## src/rtl/glw_pkg.sv

```systemverilog
// Package with the types, constants and reset values shared by the line wrapper.
`timescale 1ns / 1ps

package glw_pkg;

   localparam int ROWS_PER_LINE_DEFAULT = 8;
   localparam int LINE_BYTES_DEFAULT    = 4096;

   localparam int CODE_W   = 21;
   localparam int GLYPH_W  = 8;
   localparam int COUNT_W  = 3;
   localparam int WRAP_W   = 12;
   localparam int OFFSET_W = 13;
   localparam int WIDTH_W  = 13;
   localparam int ROWNUM_W = 3;

   localparam logic [WRAP_W-1:0]  WRAP_WIDTH_RESET = 12'd320;
   localparam logic [WIDTH_W-1:0] WIDTH_MAX        = 13'h1FFF;

   localparam logic REQ_CHAR = 1'b0;
   localparam logic REQ_END  = 1'b1;

   localparam logic [CODE_W-1:0] SPACE_CODE = 21'h00020;
   localparam logic [CODE_W-1:0] CJK_LO     = 21'h02E80;
   localparam logic [CODE_W-1:0] CJK_HI     = 21'h09FFF;
   localparam logic [CODE_W-1:0] HANGUL_LO  = 21'h0AC00;
   localparam logic [CODE_W-1:0] HANGUL_HI  = 21'h0D7AF;
   localparam logic [CODE_W-1:0] COMPAT_LO  = 21'h0F900;
   localparam logic [CODE_W-1:0] COMPAT_HI  = 21'h0FAFF;
   localparam logic [CODE_W-1:0] FULL_LO    = 21'h0FF00;
   localparam logic [CODE_W-1:0] FULL_HI    = 21'h0FFEF;

   typedef struct packed {
      logic                req_type;
      logic [CODE_W-1:0]   code_point;
      logic [GLYPH_W-1:0]  glyph_width;
      logic [COUNT_W-1:0]  byte_count;
   } req_item_type;

   typedef struct packed {
      logic [OFFSET_W-1:0] row_start;
      logic [OFFSET_W-1:0] row_length;
      logic [ROWNUM_W-1:0] row_number;
      logic                final_row;
   } rsp_item_type;

   function automatic logic is_open_script(input logic [CODE_W-1:0] cp);
      return (cp >= CJK_LO && cp <= CJK_HI) || (cp >= HANGUL_LO && cp <= HANGUL_HI) ||
             (cp >= COMPAT_LO && cp <= COMPAT_HI) || (cp >= FULL_LO && cp <= FULL_HI);
   endfunction

endpackage

```

## src/rtl/glw_input_stage.sv

```systemverilog
// Input register that holds one request until the wrap logic takes it.
`timescale 1ns / 1ps

module glw_input_stage (
   input  logic                  clock,
   input  logic                  reset,
   input  logic                  req_valid,
   output logic                  req_ready,
   input  glw_pkg::req_item_type req_data,
   input  logic                  advance,
   output logic                  item_valid,
   output glw_pkg::req_item_type item
);

   logic                  valid_ff;
   logic                  valid_in;
   glw_pkg::req_item_type data_ff;
   glw_pkg::req_item_type data_in;
   logic                  load;

   assign req_ready = !valid_ff || advance;
   assign load      = req_valid && req_ready;

   always_comb begin
      valid_in = load || (valid_ff && !advance);
      data_in  = load ? req_data : data_ff;
   end

   always_ff @(posedge clock) begin
      if (reset) begin
         valid_ff <= 1'b0;
      end else begin
         valid_ff <= valid_in;
      end
   end

   always_ff @(posedge clock) begin
      data_ff <= data_in;
   end

   assign item_valid = valid_ff;
   assign item       = data_ff;

endmodule

```

## src/rtl/glw_wrap_core.sv

```systemverilog
// Line state registers and the single-pass wrap decision for one request.
`timescale 1ns / 1ps

module glw_wrap_core #(
   parameter int ROWS_PER_LINE = glw_pkg::ROWS_PER_LINE_DEFAULT,
   parameter int LINE_BYTES    = glw_pkg::LINE_BYTES_DEFAULT
) (
   input  logic                          clock,
   input  logic                          reset,
   input  logic                          csr_wr_en,
   input  logic [glw_pkg::WRAP_W-1:0]    csr_wr_data,
   input  logic                          fire,
   input  glw_pkg::req_item_type         item,
   output logic                          row_valid,
   output glw_pkg::rsp_item_type         row
);

   localparam int OW = $clog2(LINE_BYTES + 1);
   localparam int RW = (ROWS_PER_LINE > 1) ? $clog2(ROWS_PER_LINE) : 1;
   localparam int WW = glw_pkg::WIDTH_W;
   localparam logic [OW-1:0] LineMax = OW'(LINE_BYTES);
   localparam logic [RW-1:0] LastRow = RW'(ROWS_PER_LINE - 1);

   logic [glw_pkg::WRAP_W-1:0] wrap_width_ff, wrap_width_in;
   logic [OW-1:0]              byte_position_ff, byte_position_in;
   logic [OW-1:0]              row_start_ff, row_start_in;
   logic [WW-1:0]              running_width_ff, running_width_in;
   logic [OW-1:0]              break_position_ff, break_position_in;
   logic [OW-1:0]              break_resume_ff, break_resume_in;
   logic [WW-1:0]              break_width_ff, break_width_in;
   logic                       break_valid_ff, break_valid_in;
   logic [RW-1:0]              rows_ff, rows_in;

   logic [OW:0]   pos_sum;
   logic [OW-1:0] pos_next;
   logic [WW:0]   width_sum;
   logic [WW-1:0] width_sat;
   logic [WW-1:0] width_mid;
   logic [WW:0]   mid_sum;
   logic          is_space;
   logic          past_start;
   logic          split;
   logic          use_break;
   logic [OW-1:0] end_length;
   logic [OW-1:0] split_length;

   always_comb begin
      pos_sum    = {1'b0, byte_position_ff} + (OW + 1)'(item.byte_count);
      pos_next   = (pos_sum > {1'b0, LineMax}) ? LineMax : pos_sum[OW-1:0];
      width_sum  = {1'b0, running_width_ff} + (WW + 1)'(item.glyph_width);
      width_sat  = width_sum[WW] ? glw_pkg::WIDTH_MAX : width_sum[WW-1:0];
      is_space   = (item.code_point == glw_pkg::SPACE_CODE);
      past_start = (byte_position_ff > row_start_ff);
      end_length = (byte_position_ff >= row_start_ff) ?
                   (byte_position_ff - row_start_ff) : '0;

      break_position_in = break_position_ff;
      break_resume_in   = break_resume_ff;
      break_width_in    = break_width_ff;
      break_valid_in    = break_valid_ff;
      if (is_space) begin
         break_position_in = byte_position_ff;
         break_resume_in   = pos_next;
         break_width_in    = width_sat;
         break_valid_in    = 1'b1;
      end else if (glw_pkg::is_open_script(item.code_point) && past_start) begin
         break_position_in = byte_position_ff;
         break_resume_in   = byte_position_ff;
         break_width_in    = running_width_ff;
         break_valid_in    = 1'b1;
      end

      split     = (width_sum > (WW + 1)'(wrap_width_ff)) && past_start &&
                  (rows_ff != LastRow);
      use_break = break_valid_in && (break_position_in > row_start_ff);

      row_start_in = row_start_ff;
      width_mid    = running_width_ff;
      split_length = byte_position_ff - row_start_ff;
      rows_in      = rows_ff;
      if (split) begin
         rows_in        = rows_ff + 1'b1;
         break_valid_in = 1'b0;
         if (use_break) begin
            split_length = break_position_in - row_start_ff;
            row_start_in = break_resume_in;
            width_mid    = (running_width_ff >= break_width_in) ?
                           (running_width_ff - break_width_in) : '0;
         end else begin
            row_start_in = byte_position_ff;
            width_mid    = '0;
         end
      end
      mid_sum          = {1'b0, width_mid} + (WW + 1)'(item.glyph_width);
      running_width_in = mid_sum[WW] ? glw_pkg::WIDTH_MAX : mid_sum[WW-1:0];
      byte_position_in = pos_next;

      row.row_number = glw_pkg::ROWNUM_W'(rows_ff);
      row.row_start  = glw_pkg::OFFSET_W'(row_start_ff);
      if (item.req_type == glw_pkg::REQ_END) begin
         row_valid      = 1'b1;
         row.row_length = glw_pkg::OFFSET_W'(end_length);
         row.final_row  = 1'b1;
      end else begin
         row_valid      = split;
         row.row_length = glw_pkg::OFFSET_W'(split_length);
         row.final_row  = 1'b0;
      end

      wrap_width_in = csr_wr_en ? csr_wr_data : wrap_width_ff;
   end

   always_ff @(posedge clock) begin
      if (reset) begin
         wrap_width_ff <= glw_pkg::WRAP_WIDTH_RESET;
      end else begin
         wrap_width_ff <= wrap_width_in;
      end
   end

   always_ff @(posedge clock) begin
      if (reset || (fire && item.req_type == glw_pkg::REQ_END)) begin
         byte_position_ff  <= '0;
         row_start_ff      <= '0;
         running_width_ff  <= '0;
         break_position_ff <= '0;
         break_resume_ff   <= '0;
         break_width_ff    <= '0;
         break_valid_ff    <= 1'b0;
         rows_ff           <= '0;
      end else if (fire) begin
         byte_position_ff  <= byte_position_in;
         row_start_ff      <= row_start_in;
         running_width_ff  <= running_width_in;
         break_position_ff <= break_position_in;
         break_resume_ff   <= break_resume_in;
         break_width_ff    <= break_width_in;
         break_valid_ff    <= break_valid_in;
         rows_ff           <= rows_in;
      end
   end

endmodule

```

## src/rtl/glw_output_stage.sv

```systemverilog
// Result register that holds one row until the receiver takes it.
`timescale 1ns / 1ps

module glw_output_stage (
   input  logic                  clock,
   input  logic                  reset,
   input  logic                  fire,
   input  logic                  row_valid,
   input  glw_pkg::rsp_item_type row,
   output logic                  rsp_valid,
   input  logic                  rsp_ready,
   output glw_pkg::rsp_item_type rsp_data
);

   logic                  valid_ff;
   logic                  valid_in;
   glw_pkg::rsp_item_type data_ff;
   glw_pkg::rsp_item_type data_in;
   logic                  load;

   assign load = fire && row_valid;

   always_comb begin
      valid_in = load || (valid_ff && !rsp_ready);
      data_in  = load ? row : data_ff;
   end

   always_ff @(posedge clock) begin
      if (reset) begin
         valid_ff <= 1'b0;
      end else begin
         valid_ff <= valid_in;
      end
   end

   always_ff @(posedge clock) begin
      data_ff <= data_in;
   end

   assign rsp_valid = valid_ff;
   assign rsp_data  = data_ff;

endmodule

```

## src/rtl/greedy_line_wrapper_unit.sv

```systemverilog
// Top level of the greedy line wrapper.
//
// Each request carries one decoded character, or an end-of-line marker.
// The block splits the line into up to ROWS_PER_LINE rows where the wrap
// width is passed, and sends one response per row: start offset, length
// in bytes, row number and a final-row flag. A character request gives
// zero or one response; an end request always gives the final row and
// clears the line state. The wrap width is written through csr_wr_en and
// csr_wr_data; the user writes it while the block is idle, which the
// block does not enforce; it resets to 320 pixels. A request passes from
// the input register through the wrap logic into the output register.
// One request is taken every cycle while responses are read; the limit
// is the update of the line state registers. When the receiver stalls,
// the response stays in the output register, one more request waits in
// the input register and req_ready drops until the response is taken.
// Synchronous reset empties both registers and clears the line state.
`timescale 1ns / 1ps

module greedy_line_wrapper_unit #(
   parameter int ROWS_PER_LINE = glw_pkg::ROWS_PER_LINE_DEFAULT,
   parameter int LINE_BYTES    = glw_pkg::LINE_BYTES_DEFAULT
) (
   input  logic                       clock,
   input  logic                       reset,
   input  logic                       req_valid,
   output logic                       req_ready,
   input  glw_pkg::req_item_type      req_data,
   output logic                       rsp_valid,
   input  logic                       rsp_ready,
   output glw_pkg::rsp_item_type      rsp_data,
   input  logic                       csr_wr_en,
   input  logic [glw_pkg::WRAP_W-1:0] csr_wr_data
);

   logic                  item_valid;
   glw_pkg::req_item_type item;
   logic                  fire;
   logic                  row_valid;
   glw_pkg::rsp_item_type row;

   assign fire = item_valid && (!rsp_valid || rsp_ready);

   glw_input_stage u_input (
      .clock      (clock),
      .reset      (reset),
      .req_valid  (req_valid),
      .req_ready  (req_ready),
      .req_data   (req_data),
      .advance    (fire),
      .item_valid (item_valid),
      .item       (item)
   );

   glw_wrap_core #(
      .ROWS_PER_LINE (ROWS_PER_LINE),
      .LINE_BYTES    (LINE_BYTES)
   ) u_core (
      .clock       (clock),
      .reset       (reset),
      .csr_wr_en   (csr_wr_en),
      .csr_wr_data (csr_wr_data),
      .fire        (fire),
      .item        (item),
      .row_valid   (row_valid),
      .row         (row)
   );

   glw_output_stage u_output (
      .clock     (clock),
      .reset     (reset),
      .fire      (fire),
      .row_valid (row_valid),
      .row       (row),
      .rsp_valid (rsp_valid),
      .rsp_ready (rsp_ready),
      .rsp_data  (rsp_data)
   );

endmodule

```

## config.mk

```make
export PLATFORM = sky130hd
export DESIGN_NAME = greedy_line_wrapper_unit
export DESIGN_NICKNAME = d
export VERILOG_FILES = /design/src/rtl/glw_pkg.sv /design/src/rtl/glw_input_stage.sv /design/src/rtl/glw_wrap_core.sv /design/src/rtl/glw_output_stage.sv /design/src/rtl/greedy_line_wrapper_unit.sv
export SDC_FILE = /design/constraint.sdc
export NUM_CORES = 1
export LEC_CHECK = 0
export ABC_AREA = 1
export BUFFER_PORTS_ARGS = -buffer_cell sky130_fd_sc_hd__clkbuf_2
export CORE_ASPECT_RATIO = 1.1
export CORE_MARGIN = 3
export CORE_UTILIZATION = 40
export CTS_CLUSTER_SIZE = 10
export DETAILED_ROUTE_END_ITERATION = 6
export SLEW_MARGIN = 40
export SYNTH_ARGS = -nofsm -noshare
export SYNTH_HDL_FRONTEND = slang
export SYNTH_SLANG_ARGS = --single-unit
```

## constraint.sdc

```tcl
create_clock -name clock -period 15.2 [get_ports clock]
set_input_delay 4.56 -clock clock [delete_from_list [all_inputs] [get_ports clock]]
set_output_delay 4.56 -clock clock [all_outputs]
set_load 0.005 [all_outputs]
```

# ---- Word level (Yosys, flattened, before mapping)
# Cells that the tools add are included.
dict set report totals {
  ff_bits 159
  latchBits 0
  mem_bits_rw 0
  romBits 0
  out_inout_bits 32
  elab_cells 91
  memories 0
}
dict set report op_classes {
  n_addsub 7
  mul 0
  div_mod_pow 0
  order_cmp 14
  n_eq_ne 2
  n_shift 0
  mux 22
  bitwise_logic 0
  reduce_logical 27
}
# cell count
set ops {}
lappend ops {{$mux 13} 17}
lappend ops {{$le 21x16->1 const B} 4}
lappend ops {{$ge 21x16->1 const B} 3}
lappend ops {{$sub 13x13->13} 3}
lappend ops {{$add 13x8->14} 2}
lappend ops {{$ge 13x13->1} 2}
lappend ops {{$gt 13x13->1} 2}
lappend ops {{$eq 21x6->1 const B} 1}
lappend ops {{$ge 21x14->1 const B} 1}
lappend ops {{$add 13x3->14} 1}
lappend ops {{$gt 14x12->1} 1}
lappend ops {{$gt 14x13->1 const B} 1}
lappend ops {{$logic_and 1x1->1} 14}
lappend ops {{$logic_or 1x1->1} 8}
lappend ops {{$mux 1} 5}
lappend ops {{$logic_not 1->1} 4}
lappend ops {{$add 3x1->3 const B} 1}
lappend ops {{$ne 3x3->1 const B} 1}
lappend ops {{$reduce_and 2->1} 1}

# ---- Depth between registers and ports, before layout
dict set report logic_depth {
  depth_word 14
  depth_mapped 52
}

# ---- Cells and area by module
# Synthesis repeated with hierarchy kept, for this count alone.
dict set report unflattened {
  cells_unflattened 1362
  area_unflattened_um2 10354.9
}
# module instances cells_per_inst area_each_um2 seq_area_each_um2
set by_module_without_submodules {}
lappend by_module_without_submodules {glw_wrap_core 1 1284 8355.5 1881.8}
lappend by_module_without_submodules {glw_input_stage 1 39 1038.5 1011.0}
lappend by_module_without_submodules {glw_output_stage 1 36 944.7 920.9}
lappend by_module_without_submodules {greedy_line_wrapper_unit 1 3 16.3 0.0}

# ---- Least setup slack after synthesis
# OpenSTA, ideal clock, no wires.
dict set report synth_timing {
  kind {input port to output port}
  startpoint {input port rsp_ready}
  endpoint {output port req_ready}
  arrival_time_ns 4.772
  slack_ns 5.868
  stages 4
  path_cell_list {inv_1 nand2_1 inv_1 nand2_1}
}
dict set report synth_via {
  elab_chain_cells 3
}
# item line
set synth_lines {}
lappend synth_lines {{from (decl)} greedy_line_wrapper_unit.sv:29} ;# input logic rsp_ready,
lappend synth_lines {{$logic_or 1x1->1} greedy_line_wrapper_unit.sv:41} ;# assign fire = item_valid && (!rsp_valid || rsp_ready);
lappend synth_lines {{$logic_and 1x1->1} greedy_line_wrapper_unit.sv:41}
lappend synth_lines {{$logic_or 1x1->1} glw_input_stage.sv:21} ;# assign req_ready = !valid_ff || advance;
lappend synth_lines {{to (decl)} greedy_line_wrapper_unit.sv:26} ;# output logic req_ready,
# No other way between the ends.

# ---- Worst setup path after layout
# Same ends and word-level chain as after synthesis.

==> flow_summary.ini <==
[critical_path]
worst-path-stages = 6
path_cells = clkbuf_2 > inv_1 > nand2_1 > inv_1 > nand2_1 > clkbuf_2
crit_arrival_ns = 4.99
crit_family = buffers and inverters
slowest_delay_ns = 0.12
worstSetupPathType = primary input to output port
r2r_cells = 43
timing.rr.start = u_core.row_start_ff[11]
required_ns = 10.64
slowest_stage = clkbuf_2
path_max_fanout = 3
cp-start-kind = primary input
crit_start = rsp_ready
path_buf_inv = 4
crit_path_end_kind = output port

[power_and_ir_drop]
ir_worst_vdd_mv = 0.0717
power_density_nw_per_um2 = 107
leakage_nw = 5.37

[placed_design]
io_buffers = 81
place_ws_ns = 5.65
gp_congestion = 0.882
dp_hpwl_um = 21200

[detailed_routing]
drc = 0
routed_via_density = 5.23
vias = 9437
routedWlPerCell_um = 15.6
drt_wl_total_um = 28100
dr.pass1.iters = 5
ant_nets = 0
drtIter0Drc = 533

[finish]
syn_to_final_growth_pct = 12.8
nNetsFinal = 1570
layout-drive-gt1-share_pct = 11.0
seq_area_um2 = 3810
fin_util_pct = 46.2
multiInputGateArea_um2 = 5730
num_antenna_cells = 0
fillers = 2631

[clock_tree]
path_clk_slew_ns = 0.06
cts_root_buffer = clkbuf_16
clock-sinks = 159
htreeDepth = 4
postCtsResizedCells = 0
postCtsSetupRepairBufs = 0
cts_max_path_buffers = 2
cts_tree = done
clock_latency_ns = 0.43
numCtsBuffers = 17
ctsHoldBuffers = 0

[global_routing]
grt_max_degree = 70
grt_overflow = 0
antenna_found_initial = 0
first_global_vias = 9023
grt_pass1_wl_um = 46200
track_usage_pct = 20.3

[die]
die-area_um2 = 28100
start_util_pct = 40.9
dieWidth_um = 160
chipHeight_um = 175
core_region_area_um2 = 25500
rows = 61
pin_count = 82

[sta]
hold_violations = 0
slew_headroom_pct = 50.6
max_freq_ghz = 0.105
fin_crit_sh_pct = 62.8
worst_slack_ns = 5.65
min_period_ns = 9.55
setup_viol = 0
fin_tns_setup_ns = 0
skew_ns = 0.0129
worst_pin_slew_ns = 0.740
rsz0062_at_grt = no
slew_violations = 0

[min_path]
min_path_type = register to register
hp-start = u_core.row_start_ff[2]
min_delay_path_depth = 0

[synthesis]
synth_area_leader_cell = dfxtp_1
ys_warn_count = 0
syn_nets = 1507
synth.distinct_cells = 48
syn_area_um2 = 10400
ys.flop_type = dfxtp_1
ys_seq_elements = 159
ys_seq_area_share_pct = 36.5
synthCells = 1382
async_reset_ff_share_pct = 0
syn_area_per_cell_um2 = 7.55
yosys-top-cells-area = dfxtp_1 18%, edfxtp_1 18%, nand2_1 8.7%
synth_edf_count = 63
synth.top_cell.area_share_pct = 18.4

[outcome]
status = complete, no violations

[run]
drv_cap = 0
==> synthesized netlist by cell type, types with 7 or more instances <==
| library cell | n |
|---|---|
| a211oi_1 | 20 |
| a21oi_1 | 106 |
| a31oi_1 | 10 |
| clkbuf_1 | 38 |
| dfxtp_1 | 96 |
| edfxtp_1 | 63 |
| ha_1 | 70 |
| inv_1 | 182 |
| nand2_1 | 242 |
| nand2_2 | 10 |
| nand3_1 | 66 |
| nand3_2 | 8 |
| nand4_1 | 19 |
| nor2_1 | 121 |
| nor3_1 | 19 |
| nor4_1 | 7 |
| o211ai_1 | 29 |
| o21ai_0 | 128 |
| o21ai_1 | 11 |
| o21bai_1 | 8 |
| o22ai_1 | 13 |
| o32ai_1 | 11 |
| xnor2_1 | 19 |
| xor2_1 | 35 |
==> final cells by class <==
type	count	area share, %
repair buffers	89	3.95
clock buffers	18	3.73
inverters	189	6.02
clock inverters	14	1.54
well taps	346	3.68
multi-input cells	989	48.7
flip-flops and latches	159	32.4
==> metal layers <==
metal,GRT usage (%),wire [µm],up-vias,part of all wire [%]
li1,-,-,4830,-
met4,6.62,711,0,2.5
met3,3.04,1020,46,3.6
met5,0,0,-,0
met1,26.2,13100,4361,47
met2,34.9,13300,200,47
==> placed cells by master, fill, tap and decap left out, drive strengths merged, types with 9 or more instances in the layout <==
cell type,Yosys,layout
nand3,75,75
clkbuf,38,99
dfxtp,96,96
nand2,254,254
nand4,20,20
a211oi,20,20
nor3,21,21
inv,187,191
ha,70,70
xor2,35,35
o22ai,13,13
a21oi,106,106
nor2,128,128
o21ai,140,140
a31oi,10,10
xnor2,19,19
o32ai,11,11
clkinv,2,9
edfxtp,63,63
o211ai,29,29
==> state kept, by name, indices dropped and copies added (netlist names) <==
signal and cells:
u_input.item 33, u_output.rsp_data 30, u_core.break_position_ff 13, u_core.break_resume_ff 13, u_core.break_width_ff 13, u_core.byte_position_ff 13, u_core.row_start_ff 13, u_core.running_width_ff 13
u_core.wrap_width_ff 12, u_core.rows_ff 3, u_core.break_valid_ff 1, u_input.item_valid 1, u_output.rsp_valid 1
==> final timing paths <==
check	to	slack, ns
hold reg to reg	u_output.rsp_data[19]	0.43
setup / recovery	req_ready	5.65
setup reg to reg	u_core.running_width_ff[11]	6.71
hold / removal	u_output.rsp_data[19]	0.43
==> metrics by stage <==
step,area (µm²),hold WS [ns],instances,power (mW)
finish,11800,0.432,1804,1.26
floorplan,10400,0.408,1382,0.725
detailed placement,11200,0.419,1772,0.809
global placement,11200,0.410,1772,0.806
global route,11800,0.444,1804,1.33
CTS,11800,0.435,1804,1.27
==> power breakdown <==
part | switching (mW) | internal, mW
registers | 0.0187 | 0.473
logic | 0.199 | 0.111
clock network | 0.191 | 0.267
total | 0.408 | 0.851
==> cell families (layout without fill, tap and decap cells) <==
group,Yosys count,in the layout,synth area share [%]
simple gates,511,511,21.8
compound gates,348,348,19.1
buf+inv,234,310,8.55
flops,159,159,36.5
fa+ha+maj,75,75,9.35
xor+xnor,54,54,4.53
mux,1,1,0.0959
==> worst reg2reg max path, delay by kind of cell, from the launching register on <==
| family | cells | cell delay [ns] |
|---|---|---|
| AOI/OAI and AO/OA | 12 | 2.26 |
| buffers and inverters | 5 | 0.86 |
| DFF | 1 | 0.39 |
| adders and majority gates | 3 | 1.06 |
| and+or+nand+nor | 23 | 3.85 |
(Power assumes the default switching activity.)
